--- src/bdlp_pkg.sv ---
// shared types and constants for the button debouncer with long-press detection
// no dependencies

package bdlp_pkg;

   localparam int TIME_W      = 32;
   localparam int MS_W        = 16;
   localparam int CSR_INDEX_W = 2;
   localparam int CSR_DATA_W  = 16;

   localparam logic [MS_W-1:0] DEBOUNCE_RST = 16'd20;
   localparam logic [MS_W-1:0] HOLD_RST     = 16'd1000;

   typedef enum logic [CSR_INDEX_W-1:0] {
      CSR_DEBOUNCE = 2'd0,
      CSR_HOLD     = 2'd1,
      CSR_PRESENT  = 2'd2
   } csr_index_type;

   // per-button result of one sample
   typedef struct packed {
      logic changed;
      logic down;
      logic long_press;
   } btn_res_type;

endpackage

--- src/button_debounce_long_press.sv ---
// top level of the multi-button debouncer with one-shot long press
// depends on bdlp_pkg, bdlp_button, bdlp_rsp_reg
//
// usage:
//   req channel: one transaction per sample, active-low pin levels per button
//   and a free-running millisecond time that wraps at 2^32
//   rsp channel: one transaction per sample with changed, down, pressed and
//   long-press masks plus an any-change flag
//   csr port: write debounce_ms (0), hold_ms (1), present_mask (2) while idle;
//   other indexes are ignored
// response: valid in the cycle after the request is accepted
// throughput: one sample per cycle while req_ready is high; all per-button
//   work is a single subtract and two compares, button state to result register
// stall: req_ready stays high while the result register is empty or being
//   drained; with a held result and rsp_ready low, req_ready drops
// reset: all button state clears, debounce_ms=20, hold_ms=1000, present
//   mask 3'b111 (all buttons at BUTTON_COUNT=3); no response is pending

module button_debounce_long_press
   import bdlp_pkg::*;
#(
   parameter int BUTTON_COUNT = 3
) (
   input  logic                    clock,
   input  logic                    reset,
   input  logic                    req_valid,
   output logic                    req_ready,
   input  logic [BUTTON_COUNT-1:0] req_raw_levels,
   input  logic [TIME_W-1:0]       req_now_ms,
   output logic                    rsp_valid,
   input  logic                    rsp_ready,
   output logic [BUTTON_COUNT-1:0] rsp_changed_mask,
   output logic [BUTTON_COUNT-1:0] rsp_down_mask,
   output logic [BUTTON_COUNT-1:0] rsp_pressed_mask,
   output logic [BUTTON_COUNT-1:0] rsp_long_press_mask,
   output logic                    rsp_any_change,
   input  logic                    csr_we,
   input  logic [CSR_INDEX_W-1:0]  csr_index,
   input  logic [CSR_DATA_W-1:0]   csr_wdata
);

   localparam int RSP_W = 4 * BUTTON_COUNT + 1;
   localparam logic [BUTTON_COUNT-1:0] PRESENT_RST = BUTTON_COUNT'(3'b111);

   logic [MS_W-1:0]         debounce_ff, debounce_in;
   logic [MS_W-1:0]         hold_ff, hold_in;
   logic [BUTTON_COUNT-1:0] present_ff, present_in;

   logic                    accept;
   btn_res_type             res [BUTTON_COUNT];
   logic [BUTTON_COUNT-1:0] changed, down, long_press;
   logic [RSP_W-1:0]        rsp_data_in, rsp_data;

   always_comb begin
      debounce_in = debounce_ff;
      hold_in     = hold_ff;
      present_in  = present_ff;
      if (csr_we) begin
         case (csr_index)
            CSR_DEBOUNCE: debounce_in = csr_wdata;
            CSR_HOLD:     hold_in     = csr_wdata;
            CSR_PRESENT:  present_in  = csr_wdata[BUTTON_COUNT-1:0];
            default:      ;
         endcase
      end
   end

   always_ff @(posedge clock) begin
      if (reset) begin
         debounce_ff <= DEBOUNCE_RST;
         hold_ff     <= HOLD_RST;
         present_ff  <= PRESENT_RST;
      end else begin
         debounce_ff <= debounce_in;
         hold_ff     <= hold_in;
         present_ff  <= present_in;
      end
   end

   assign accept = req_valid && req_ready;

   for (genvar i = 0; i < BUTTON_COUNT; i++) begin : g_btn
      bdlp_button u_button (
         .clock       (clock),
         .reset       (reset),
         .sample_en   (accept),
         .present     (present_ff[i]),
         .level       (req_raw_levels[i]),
         .now_ms      (req_now_ms),
         .debounce_ms (debounce_ff),
         .hold_ms     (hold_ff),
         .res         (res[i])
      );
      assign changed[i]    = res[i].changed;
      assign down[i]       = res[i].down;
      assign long_press[i] = res[i].long_press;
   end

   // debounced state moves only where a changed bit is set
   assign rsp_data_in = {changed, down, changed & down, long_press, |changed};

   bdlp_rsp_reg #(
      .W (RSP_W)
   ) u_rsp_reg (
      .clock     (clock),
      .reset     (reset),
      .in_valid  (req_valid),
      .in_ready  (req_ready),
      .in_data   (rsp_data_in),
      .out_valid (rsp_valid),
      .out_ready (rsp_ready),
      .out_data  (rsp_data)
   );

   assign rsp_changed_mask    = rsp_data[4*BUTTON_COUNT:3*BUTTON_COUNT+1];
   assign rsp_down_mask       = rsp_data[3*BUTTON_COUNT:2*BUTTON_COUNT+1];
   assign rsp_pressed_mask    = rsp_data[2*BUTTON_COUNT:BUTTON_COUNT+1];
   assign rsp_long_press_mask = rsp_data[BUTTON_COUNT:1];
   assign rsp_any_change      = rsp_data[0];

   a_accept_gives_rsp: assert property (@(posedge clock) disable iff (reset)
      accept |=> rsp_valid)
      else $error("accepted sample produced no response");

   a_no_overwrite: assert property (@(posedge clock) disable iff (reset)
      (rsp_valid && !rsp_ready) |-> !req_ready)
      else $error("request taken while a response is held");

   a_any_change: assert property (@(posedge clock) disable iff (reset)
      rsp_valid |-> (rsp_any_change == (rsp_changed_mask != '0)))
      else $error("any_change disagrees with changed mask");

   a_long_needs_down: assert property (@(posedge clock) disable iff (reset)
      rsp_valid |-> ((rsp_long_press_mask & ~rsp_down_mask) == '0))
      else $error("long press on a button that is not down");

   a_one_shot: assert property (@(posedge clock) disable iff (reset)
      (accept && $past(accept) && $past(long_press) != '0 && ($past(down) & ~down) == '0
       && $past(req_raw_levels) == req_raw_levels && $stable(present_ff))
      |-> ((long_press & $past(long_press)) == '0))
      else $error("long press fired twice in one hold");

endmodule

--- src/bdlp_button.sv ---
// per-button state: raw bit, change time, debounced bit and long-press-done bit
// depends on bdlp_pkg

module bdlp_button
   import bdlp_pkg::*;
(
   input  logic              clock,
   input  logic              reset,
   input  logic              sample_en,
   input  logic              present,
   input  logic              level,
   input  logic [TIME_W-1:0] now_ms,
   input  logic [MS_W-1:0]   debounce_ms,
   input  logic [MS_W-1:0]   hold_ms,
   output btn_res_type       res
);

   logic              raw_ff, raw_in;
   logic              deb_ff, deb_in;
   logic              long_ff, long_in;
   logic [TIME_W-1:0] time_ff, time_in;

   logic              sample;
   logic              raw_chg;
   logic              long_base;
   logic              deb_go;
   logic              long_go;
   logic [TIME_W-1:0] elapsed;

   always_comb begin
      sample    = present & ~level;
      raw_chg   = sample ^ raw_ff;
      raw_in    = sample;
      time_in   = raw_chg ? now_ms : time_ff;
      // a fresh raw change leaves zero elapsed time
      elapsed   = raw_chg ? '0 : (now_ms - time_ff);
      deb_go    = (raw_in ^ deb_ff) && (elapsed >= {{(TIME_W-MS_W){1'b0}}, debounce_ms});
      deb_in    = deb_go ? raw_in : deb_ff;
      // raw release clears the long-press flag
      long_base = (raw_chg && !sample) ? 1'b0 : long_ff;
      long_go   = deb_in && !long_base && (elapsed >= {{(TIME_W-MS_W){1'b0}}, hold_ms});
      long_in   = long_base | long_go;
      res.changed    = deb_go;
      res.down       = deb_in;
      res.long_press = long_go;
   end

   always_ff @(posedge clock) begin
      if (reset) begin
         raw_ff  <= 1'b0;
         deb_ff  <= 1'b0;
         long_ff <= 1'b0;
         time_ff <= '0;
      end else if (sample_en) begin
         raw_ff  <= raw_in;
         deb_ff  <= deb_in;
         long_ff <= long_in;
         time_ff <= time_in;
      end
   end

endmodule

--- src/bdlp_rsp_reg.sv ---
// result register between the sample logic and the response channel
// no dependencies

module bdlp_rsp_reg #(
   parameter int W = 13
) (
   input  logic         clock,
   input  logic         reset,
   input  logic         in_valid,
   output logic         in_ready,
   input  logic [W-1:0] in_data,
   output logic         out_valid,
   input  logic         out_ready,
   output logic [W-1:0] out_data
);

   logic         valid_ff, valid_in;
   logic [W-1:0] data_ff, data_in;

   always_comb begin
      in_ready = !valid_ff || out_ready;
      valid_in = in_ready ? in_valid : valid_ff;
      data_in  = (in_ready && in_valid) ? in_data : data_ff;
   end

   always_ff @(posedge clock) begin
      if (reset) begin
         valid_ff <= 1'b0;
      end else begin
         valid_ff <= valid_in;
      end
   end

   always_ff @(posedge clock) begin
      data_ff <= data_in;
   end

   assign out_valid = valid_ff;
   assign out_data  = data_ff;

endmodule
--- config.mk ---
export PLATFORM = sky130hd
export DESIGN_NAME = button_debounce_long_press
export DESIGN_NICKNAME = d
export VERILOG_FILES = /design/src/bdlp_pkg.sv /design/src/button_debounce_long_press.sv /design/src/bdlp_button.sv /design/src/bdlp_rsp_reg.sv
export SDC_FILE = /design/constraint.sdc
export NUM_CORES = 1
export LEC_CHECK = 0
export ABC_AREA = 1
export BUFFER_PORTS_ARGS = -buffer_cell sky130_fd_sc_hd__buf_4
export CORE_UTILIZATION = 40
export CTS_BUF_LIST = sky130_fd_sc_hd__clkbuf_4 sky130_fd_sc_hd__clkbuf_8
export CTS_CLUSTER_SIZE = 40
export DETAILED_ROUTE_END_ITERATION = 8
export PLACE_DENSITY_LB_ADDON = 0.1
export REMOVE_ABC_BUFFERS = 1
export SLEW_MARGIN = 20
export SYNTH_ARGS = -nofsm -noshare
export SYNTH_HDL_FRONTEND = slang
export SYNTH_HIERARCHICAL = 1
export SYNTH_SLANG_ARGS = --single-unit
--- constraint.sdc ---
create_clock -name clock -period 4.4 [get_ports clock]
set_input_delay 0.44 -clock clock [delete_from_list [all_inputs] [get_ports clock]]
set_output_delay 0.44 -clock clock [all_outputs]
set_load 0.005 [all_outputs]
==> results of run 1 <==
==> synthesized netlist by cell type (4+ instances only) <==
cell type / instances / area share
sky130_fd_sc_hd__buf_6: 4 / 0.0028
sky130_fd_sc_hd__o21bai_1: 6 / 0.0028
sky130_fd_sc_hd__xnor2_1: 7 / 0.0037
sky130_fd_sc_hd__o21ai_0: 137 / 0.042
sky130_fd_sc_hd__a21o_1: 6 / 0.0028
sky130_fd_sc_hd__nand2_2: 39 / 0.015
sky130_fd_sc_hd__buf_2: 7 / 0.0021
sky130_fd_sc_hd__o21ai_1: 5 / 0.0015
sky130_fd_sc_hd__a21oi_2: 7 / 0.0037
sky130_fd_sc_hd__inv_1: 640 / 0.15
sky130_fd_sc_hd__a21oi_1: 232 / 0.071
sky130_fd_sc_hd__nor2_2: 16 / 0.0061
sky130_fd_sc_hd__nand4_1: 22 / 0.0084
sky130_fd_sc_hd__nand3b_1: 12 / 0.0055
sky130_fd_sc_hd__nand3_1: 155 / 0.047
sky130_fd_sc_hd__buf_4: 10 / 0.0046
sky130_fd_sc_hd__nor2_4: 8 / 0.0055
sky130_fd_sc_hd__nor2_1: 198 / 0.045
sky130_fd_sc_hd__nand3_2: 17 / 0.010
sky130_fd_sc_hd__ha_1: 186 / 0.14
sky130_fd_sc_hd__nor3_1: 10 / 0.0031
sky130_fd_sc_hd__o21a_1: 4 / 0.0018
sky130_fd_sc_hd__clkbuf_1: 34 / 0.0078
sky130_fd_sc_hd__edfxtp_1: 13 / 0.024
sky130_fd_sc_hd__nand2_1: 852 / 0.20
sky130_fd_sc_hd__xor2_1: 7 / 0.0037
sky130_fd_sc_hd__clkinv_1: 5 / 0.0011
sky130_fd_sc_hd__dfxtp_1: 141 / 0.17
sky130_fd_sc_hd__inv_2: 15 / 0.0034
==> routing by layer <==
metal	global-route usage	vias to the layer above	routed length [µm]
met5	0	-	0
met4	0.112	0	1890
met3	0.0466	83	2720
met2	0.424	349	23600
met1	0.336	7383	24200
li1	-	8777	-
==> flip-flops by register name, summed over array words and instances, names as in the netlist, 3 cells and up <==
name,flops
hold_ff,16
debounce_ff,16
present_ff,3
u_rsp_reg/out_data,13
g_btn.u_button/long_ff,3
g_btn.u_button/time_ff,96
g_btn.u_button/deb_ff,3
g_btn.u_button/raw_ff,3
==> area by class of cell <==
class,count,share of cell area
multi-input combinational,1950,0.584
clock buffer,21,0.0156
inverter,660,0.140
tap,525,0.0370
sequential,154,0.181
clock inverter,11,0.00775
timing repair buffer,84,0.0355
==> cell families after synthesis <==
kind of cell    after synthesis  share of synthesized area
fa+ha+maj                   189                      0.146
compound gates              405                      0.129
buf+inv                     717                      0.170
simple gates               1342                      0.351
flops                       154                      0.196
xor+xnor                     14                    0.00750
==> how the worst max path moves through the flow <==
stage	to	slack [ns]	cells past startpoint
floorplan	u_rsp_reg/out_data[0]	0.85	19
global placement	u_rsp_reg/out_data[0]	0.49	15
detailed placement	u_rsp_reg/out_data[0]	0.44	25
CTS	u_rsp_reg/out_data[0]	0.63	22
global route	u_rsp_reg/out_data[0]	0.30	22
finish	u_rsp_reg/out_data[0]	0.66	20
==> power groups by stage <==
| stage | combinational, W | sequential (W) | clock (W) |
|---|---|---|---|
| after floorplan | 0.00192 | 0.00161 | 0 |
| after global placement | 0.00264 | 0.00163 | 0 |
| after detailed placement | 0.00268 | 0.00164 | 0 |
| after CTS | 0.00270 | 0.00160 | 0.00124 |
| after global routing | 0.00311 | 0.00161 | 0.00128 |
| final | 0.00271 | 0.00160 | 0.00118 |
==> stage by stage <==
step	utilization	setup slack, ns	std cells	hold WS (ns)
4_1_cts	0.444	0.626	3405	0.0137
5_1_grt	0.444	0.296	3405	0.0546
2_1_floorplan	-	0.853	2764	0.429
3_5_place_dp	0.433	0.440	3373	0.451
6_report	0.444	0.664	3405	0.0805
3_3_place_gp	0.433	0.493	3373	0.444
==> worst max-delay path: cells and delay by family (launching register included) <==
kind,cells,cell delay (ns)
AND/OR/NAND/NOR,12,1.44
AO/OA/AOI/OAI,3,0.46
buffers and inverters,3,0.36
adder cells (fa/ha/maj),2,0.84
flip-flops,1,0.40
==> results.yml, run 1 <==
run_status:
  outcome: "completed"
floorplan:
  dieArea_um2: 41700
  die_w_um: 204
  core_um2: 40000
  chipHeight_um: 204
  floorplan.initialDensity: 0.409
  boundaryPins: 73
  rows: 73
global_routing:
  gr-total-overflow: 0
  grt_max_degree: 60
  grt_antenna_before_repair: 0
  grt_pass1_wl_um: 82900
  gr-usage-all-layers: 0.261
  via_count_of_the_first_global_routing_pass: 15300
layout:
  most_common_cell_after_layout_fill_and_taps_aside: "sky130_fd_sc_hd__nand2_1"
  post-route-cell-area_um2: 17800
  final_cell_mix: "852 x sky130_fd_sc_hd__nand2_1, 637 x sky130_fd_sc_hd__inv_1, 232 x sky130_fd_sc_hd__a21oi_1, 198 x sky130_fd_sc_hd__nor2_1, 186 x sky130_fd_sc_hd__ha_1"
  nFillCells: 4465
  area.sequential_um2: 3210
  multiInputGateArea_um2: 10400
  n_antenna_cell: 0
  finalNetCount: 3114
  area.growth.synth_to_final_pct: 8.57
  drive_above_1_share: 0.0799
worst_hold_path:
  hold_end: "hold_ff[3]"
  whs_path_cells: 3
  min-delay-start: "csr_wdata[3]"
  hp-class: "in -> reg"
clock_network:
  cts_made_buffers: 17
  cts.repair.resized: 0
  cts-root-buf: "sky130_fd_sc_hd__clkbuf_8"
  cts-root-to-sink-buffers: 2
  cts_hold_buffers: 0
  worst_skew_pair_latency_ns: 0.57
  numClockSinks: 154
  postCtsSetupBuffers: 0
  clkSlewWorstSetupHoldPaths_ns: 0.10
  cts_max_level: 4
  tritoncts: "done"
critical_path:
  worst_r2r_endpoint: "u_rsp_reg/out_data[0]"
  critical_path.endpoint_type: "flop"
  crit_slowest_cell: "sky130_fd_sc_hd__ha_1"
  worst_ep_arrival_time_ns: 4.05
  setup.reg_to_reg.worst_slack_ns: 0.66
  timing.critical_path.cells: "inv_1 > nor2_1 > inv_1 > ha_1 > inv_1 > or2_2 > ha_1 > nand3_1 > nor2_1 > nor2_1 > nand2_1 > nand2_1 > nand2_1 > a21oi_1 > nand2_1 > nand2_1 > nand2_1 > a21oi_2 > a21oi_1 > or3_1"
  timing.critical_path.from: "present_ff[0]"
  worst_r2r_startpoint: "present_ff[0]"
  timing_worst_setup_path_type: "reg -> reg"
  cell_with_the_most_instances_on_the_worst_path: "sky130_fd_sc_hd__nand2_1"
  r2r.worst_path.cells: 20
  cp_data_required_time_ns: 4.72
  worst_setup_path_start_kind: "flop"
  crit_path_max_fanout: 8
  crit_path_max_incr_delay_ns: 0.56
sta:
  headroom_to_the_max_slew_limit: 0.273
  finalMaxSlewViolations: 0
  tightestPinTransition_ns: 1.08
  setup_repair_after_global_routing_missed_its_margin: "false"
  layout_worst_path_cycle_share: 0.849
  finalCriticalPeriod_ns: 3.74
  hold_viol_final: 0
  tns_ns: 0
  skew_ns: 0.0239
  fmaxAchievable_mhz: 268
  finalSetupViolations: 0
power:
  power_report.internal_total_w: 0.00303
  power_switching_share: 0.449
  power.share.sequential: 0.292
  clkPwrFrac: 0.215
  design_power_total_w: 0.00550
  leakagePower_nw: 10.2
  power_per_cell_area_nw_per_um2: 310
  combinationalPowerShare: 0.493
  power_switching_w: 0.00247
  worst_ir_drop_vdd_uv: 239
logic_synthesis:
  ys.flop_type: "sky130_fd_sc_hd__dfxtp_1"
  syn-instance-count: 2821
  synthesis.area_um2: 16400
  async_flop_share: 0
  ys_seq_area_frac: 0.196
  postSynthAreaPerCell_um2: 5.80
  synth_enable_flop_cells: 13
  ys_seq_elements: 154
  ys_warn_count: 6
  synth_cell_types: 44
place:
  finalWeightedCongestion: 0.937
  placed_cell_area_um2: 17300
  placement.io_buffers: 72
  place_hpwl_um: 43500
job:
  max-cap-violations: 0
route:
  postRouteAntennaNets: 0
  drt-vias-per-instance: 4.87
  drtIter0Drc: 1186
  vias: 16600
  detail_route.first_pass.iterations: 6
  wire_per_inst_um: 15.4
  detail_route.drc_violations: 0
  route.final.wire_length_um: 52400
No activity file was read; power rests on OpenSTA's default activity.
==> run 2, diff against run 1 <==
Clock period 4.4 ns to 3.6 ns, I/O delays scaled along.
==> run 2 against run 1 <==
Clock-buffer cell count down 1. Fmax up 9.9%. Final area up 7.9%. Worst hold slack worse by 0.016 ns. Die area unchanged. Critical path depth up 2. Sequential share of layout area down 1.3 points. Critical endpoint unchanged. Wire length up 2.0%.
==> results.yml, run 2 (synthesis results as in run 1) <==
run_status:
  outcome: "completed"
floorplan:
  core_um2: 40000
  chipHeight_um: 204
  rows: 73
  die_w_um: 204
  dieArea_um2: 41700
  floorplan.initialDensity: 0.409
  boundaryPins: 73
layout:
  drive_above_1_share: 0.137
  area.growth.synth_to_final_pct: 17.1
  n_antenna_cell: 0
  finalNetCount: 3246
  largest_register: "g_btn.u_button/time_ff"
  most_common_cell_after_layout_fill_and_taps_aside: "sky130_fd_sc_hd__nand2_1"
  biggestRegsByFlops: "g_btn.u_button/time_ff: 96 flops, debounce_ff: 16 flops, hold_ff: 16 flops"
  largest_reg_flops: 96
  finalNonFillerCells: 3537
  final_cell_mix: "843 x sky130_fd_sc_hd__nand2_1, 634 x sky130_fd_sc_hd__inv_1, 219 x sky130_fd_sc_hd__a21oi_1, 198 x sky130_fd_sc_hd__buf_4, 188 x sky130_fd_sc_hd__nor2_1"
critical_path:
  r2r.worst_path.cells: 22
  timing.critical_path.from: "g_btn[1].u_button/time_ff[5]"
  cp_data_required_time_ns: 3.91
  setup.reg_to_reg.worst_slack_ns: 0.20
  timing_worst_setup_path_type: "reg -> reg"
  crit_path_max_fanout: 4
  worst_r2r_endpoint: "u_rsp_reg/out_data[0]"
  worst_r2r_startpoint: "g_btn[1].u_button/time_ff[5]"
  critPathCapture: "u_rsp_reg/out_data[0]"
  worst_setup_path_start_kind: "flop"
  worst_ep_arrival_time_ns: 3.71
  critical_path.endpoint_type: "flop"
clock_network:
  cts_made_buffers: 17
  worst_skew_pair_latency_ns: 0.57
  clkSlewWorstSetupHoldPaths_ns: 0.09
  tritoncts: "done"
  cts-root-buf: "sky130_fd_sc_hd__clkbuf_8"
  cts-root-to-sink-buffers: 2
  numClockSinks: 154
  cts_max_level: 4
sta:
  setup_repair_after_global_routing_missed_its_margin: "true"
  skew_ns: 0.0261
  tightestPinTransition_ns: 1.13
  finalMaxSlewViolations: 0
  finalSetupViolations: 0
  fmaxAchievable_mhz: 294
  finalCriticalPeriod_ns: 3.40
  hold_viol_final: 0
  finalHoldWorstSlack_ns: 0.0645
  layout_worst_path_cycle_share: 0.944
  headroom_to_the_max_slew_limit: 0.249
place:
  placement.io_buffers: 72
  place_inst: 3484
  place_hpwl_um: 43800
  finalWeightedCongestion: 0.935
route:
  route.final.wire_length_um: 53500
  vias: 17200
  detail_route.drc_violations: 0
  wire_per_inst_um: 15.1
  drtIter0Drc: 1193
  postRouteAntennaNets: 0
  detail_route.first_pass.iterations: 5
  drt-vias-per-instance: 4.85
global_routing:
  gr-usage-all-layers: 0.262
  grt_antenna_before_repair: 0
  via_count_of_the_first_global_routing_pass: 16000
  grt_max_degree: 60
  grt_pass1_wl_um: 84400
  gr-total-overflow: 0
power:
  power_per_cell_area_nw_per_um2: 369
  leakagePower_nw: 10.8
  worst_ir_drop_vdd_uv: 329
worst_hold_path:
  hp-class: "in -> reg"
job:
  max-cap-violations: 0
run 2: cell types whose count changed in the layout (fill, tap and decap cells not counted), moves of 10 or more:
cell | before | now
sky130_fd_sc_hd__a21oi_1 | 232 | 219
sky130_fd_sc_hd__nor2_1 | 198 | 188
sky130_fd_sc_hd__dlygate4sd3_1 | 0 | 16
sky130_fd_sc_hd__ha_4 | 0 | 18
sky130_fd_sc_hd__a21oi_2 | 7 | 18
sky130_fd_sc_hd__buf_4 | 84 | 198
sky130_fd_sc_hd__ha_1 | 186 | 167
run 2: layer usage:
metal / vias to the layer above / GRT usage / part of all wire
met5: - / 0 / 0
li1: 9056 / - / -
met1: 7676 / 0.341 / 0.47
met3: 67 / 0.0324 / 0.040
met2: 351 / 0.444 / 0.46
met4: 0 / 0.0869 / 0.024
run 2: what timing repair did:
action / in CTS / in global routing
setup endpoints to repair: 3 / 19
gates resized for setup: 2 / 82
hold endpoints to repair: 17 / 0
hold buffers: 16 / 0
setup buffers: 0 / 5
gates cloned: 0 / 0
pin swaps: 0 / 15
run 2: per-stage QoR:
stage,util,cell area (µm²),power [W],setup WS [ns],setup TNS [ns]
finish,0.479,19100,0.00706,0.201,0
CTS,0.468,18700,0.00697,0.0113,0
global placement,0.455,18200,0.00551,-0.113,-0.175
floorplan,-,16100,0.00431,0.133,0
detailed placement,0.455,18200,0.00557,-0.123,-0.484
global route,0.479,19100,0.00769,-0.0526,-0.0832
run 2: area by class of cell:
class / count / area, µm²
Multi-Input combinational cell: 1950 / 10700
Timing Repair Buffer: 216 / 1690
Inverter: 660 / 2480
Sequential cell: 154 / 3220
Clock inverter: 12 / 100
Clock buffer: 20 / 256
Fill cell: 4325 / 20900
Tap cell: 525 / 657
run 2: how the worst min path moves through the flow:
stage	endpoint	from	cells after the start	slack, ns
2_1_floorplan	u_rsp_reg/out_valid	reset	1	0.42
3_3_place_gp	g_btn[2].u_button/time_ff[14]	g_btn[2].u_button/time_ff[14]	2	0.44
3_5_place_dp	g_btn[1].u_button/time_ff[30]	g_btn[1].u_button/time_ff[30]	2	0.45
4_1_cts	hold_ff[2]	csr_wdata[2]	3	0.007
5_1_grt	u_rsp_reg/out_valid	rsp_ready	4	0.05
6_report	hold_ff[2]	csr_wdata[2]	3	0.06
run 2: worst max-delay path, cell delays in order, from the launching register on:
cell and delay [ns]:
sky130_fd_sc_hd__dfxtp_1 0.31, sky130_fd_sc_hd__inv_1 0.11, sky130_fd_sc_hd__ha_4 0.23, sky130_fd_sc_hd__nand2_2 0.09, sky130_fd_sc_hd__inv_1 0.06, sky130_fd_sc_hd__a21oi_2 0.13
sky130_fd_sc_hd__nand2_2 0.10, sky130_fd_sc_hd__xnor2_2 0.21, sky130_fd_sc_hd__nor2_2 0.06, sky130_fd_sc_hd__ha_1 0.28, sky130_fd_sc_hd__a21oi_1 0.16, sky130_fd_sc_hd__nand2_1 0.08
sky130_fd_sc_hd__nor2_1 0.11, sky130_fd_sc_hd__nand2_1 0.06, sky130_fd_sc_hd__nand2_1 0.06, sky130_fd_sc_hd__nand2_1 0.06, sky130_fd_sc_hd__a21oi_2 0.12, sky130_fd_sc_hd__nand2_1 0.08
sky130_fd_sc_hd__nand2_1 0.09, sky130_fd_sc_hd__nand2_2 0.10, sky130_fd_sc_hd__a21oi_4 0.19, sky130_fd_sc_hd__a21oi_2 0.09, sky130_fd_sc_hd__or3_1 0.37
run 2: power by group:
group | internal (W) | switching (W)
sequential | 0.00188 | 0.0000769
clock | 0.000560 | 0.000758
combinational | 0.00148 | 0.00231
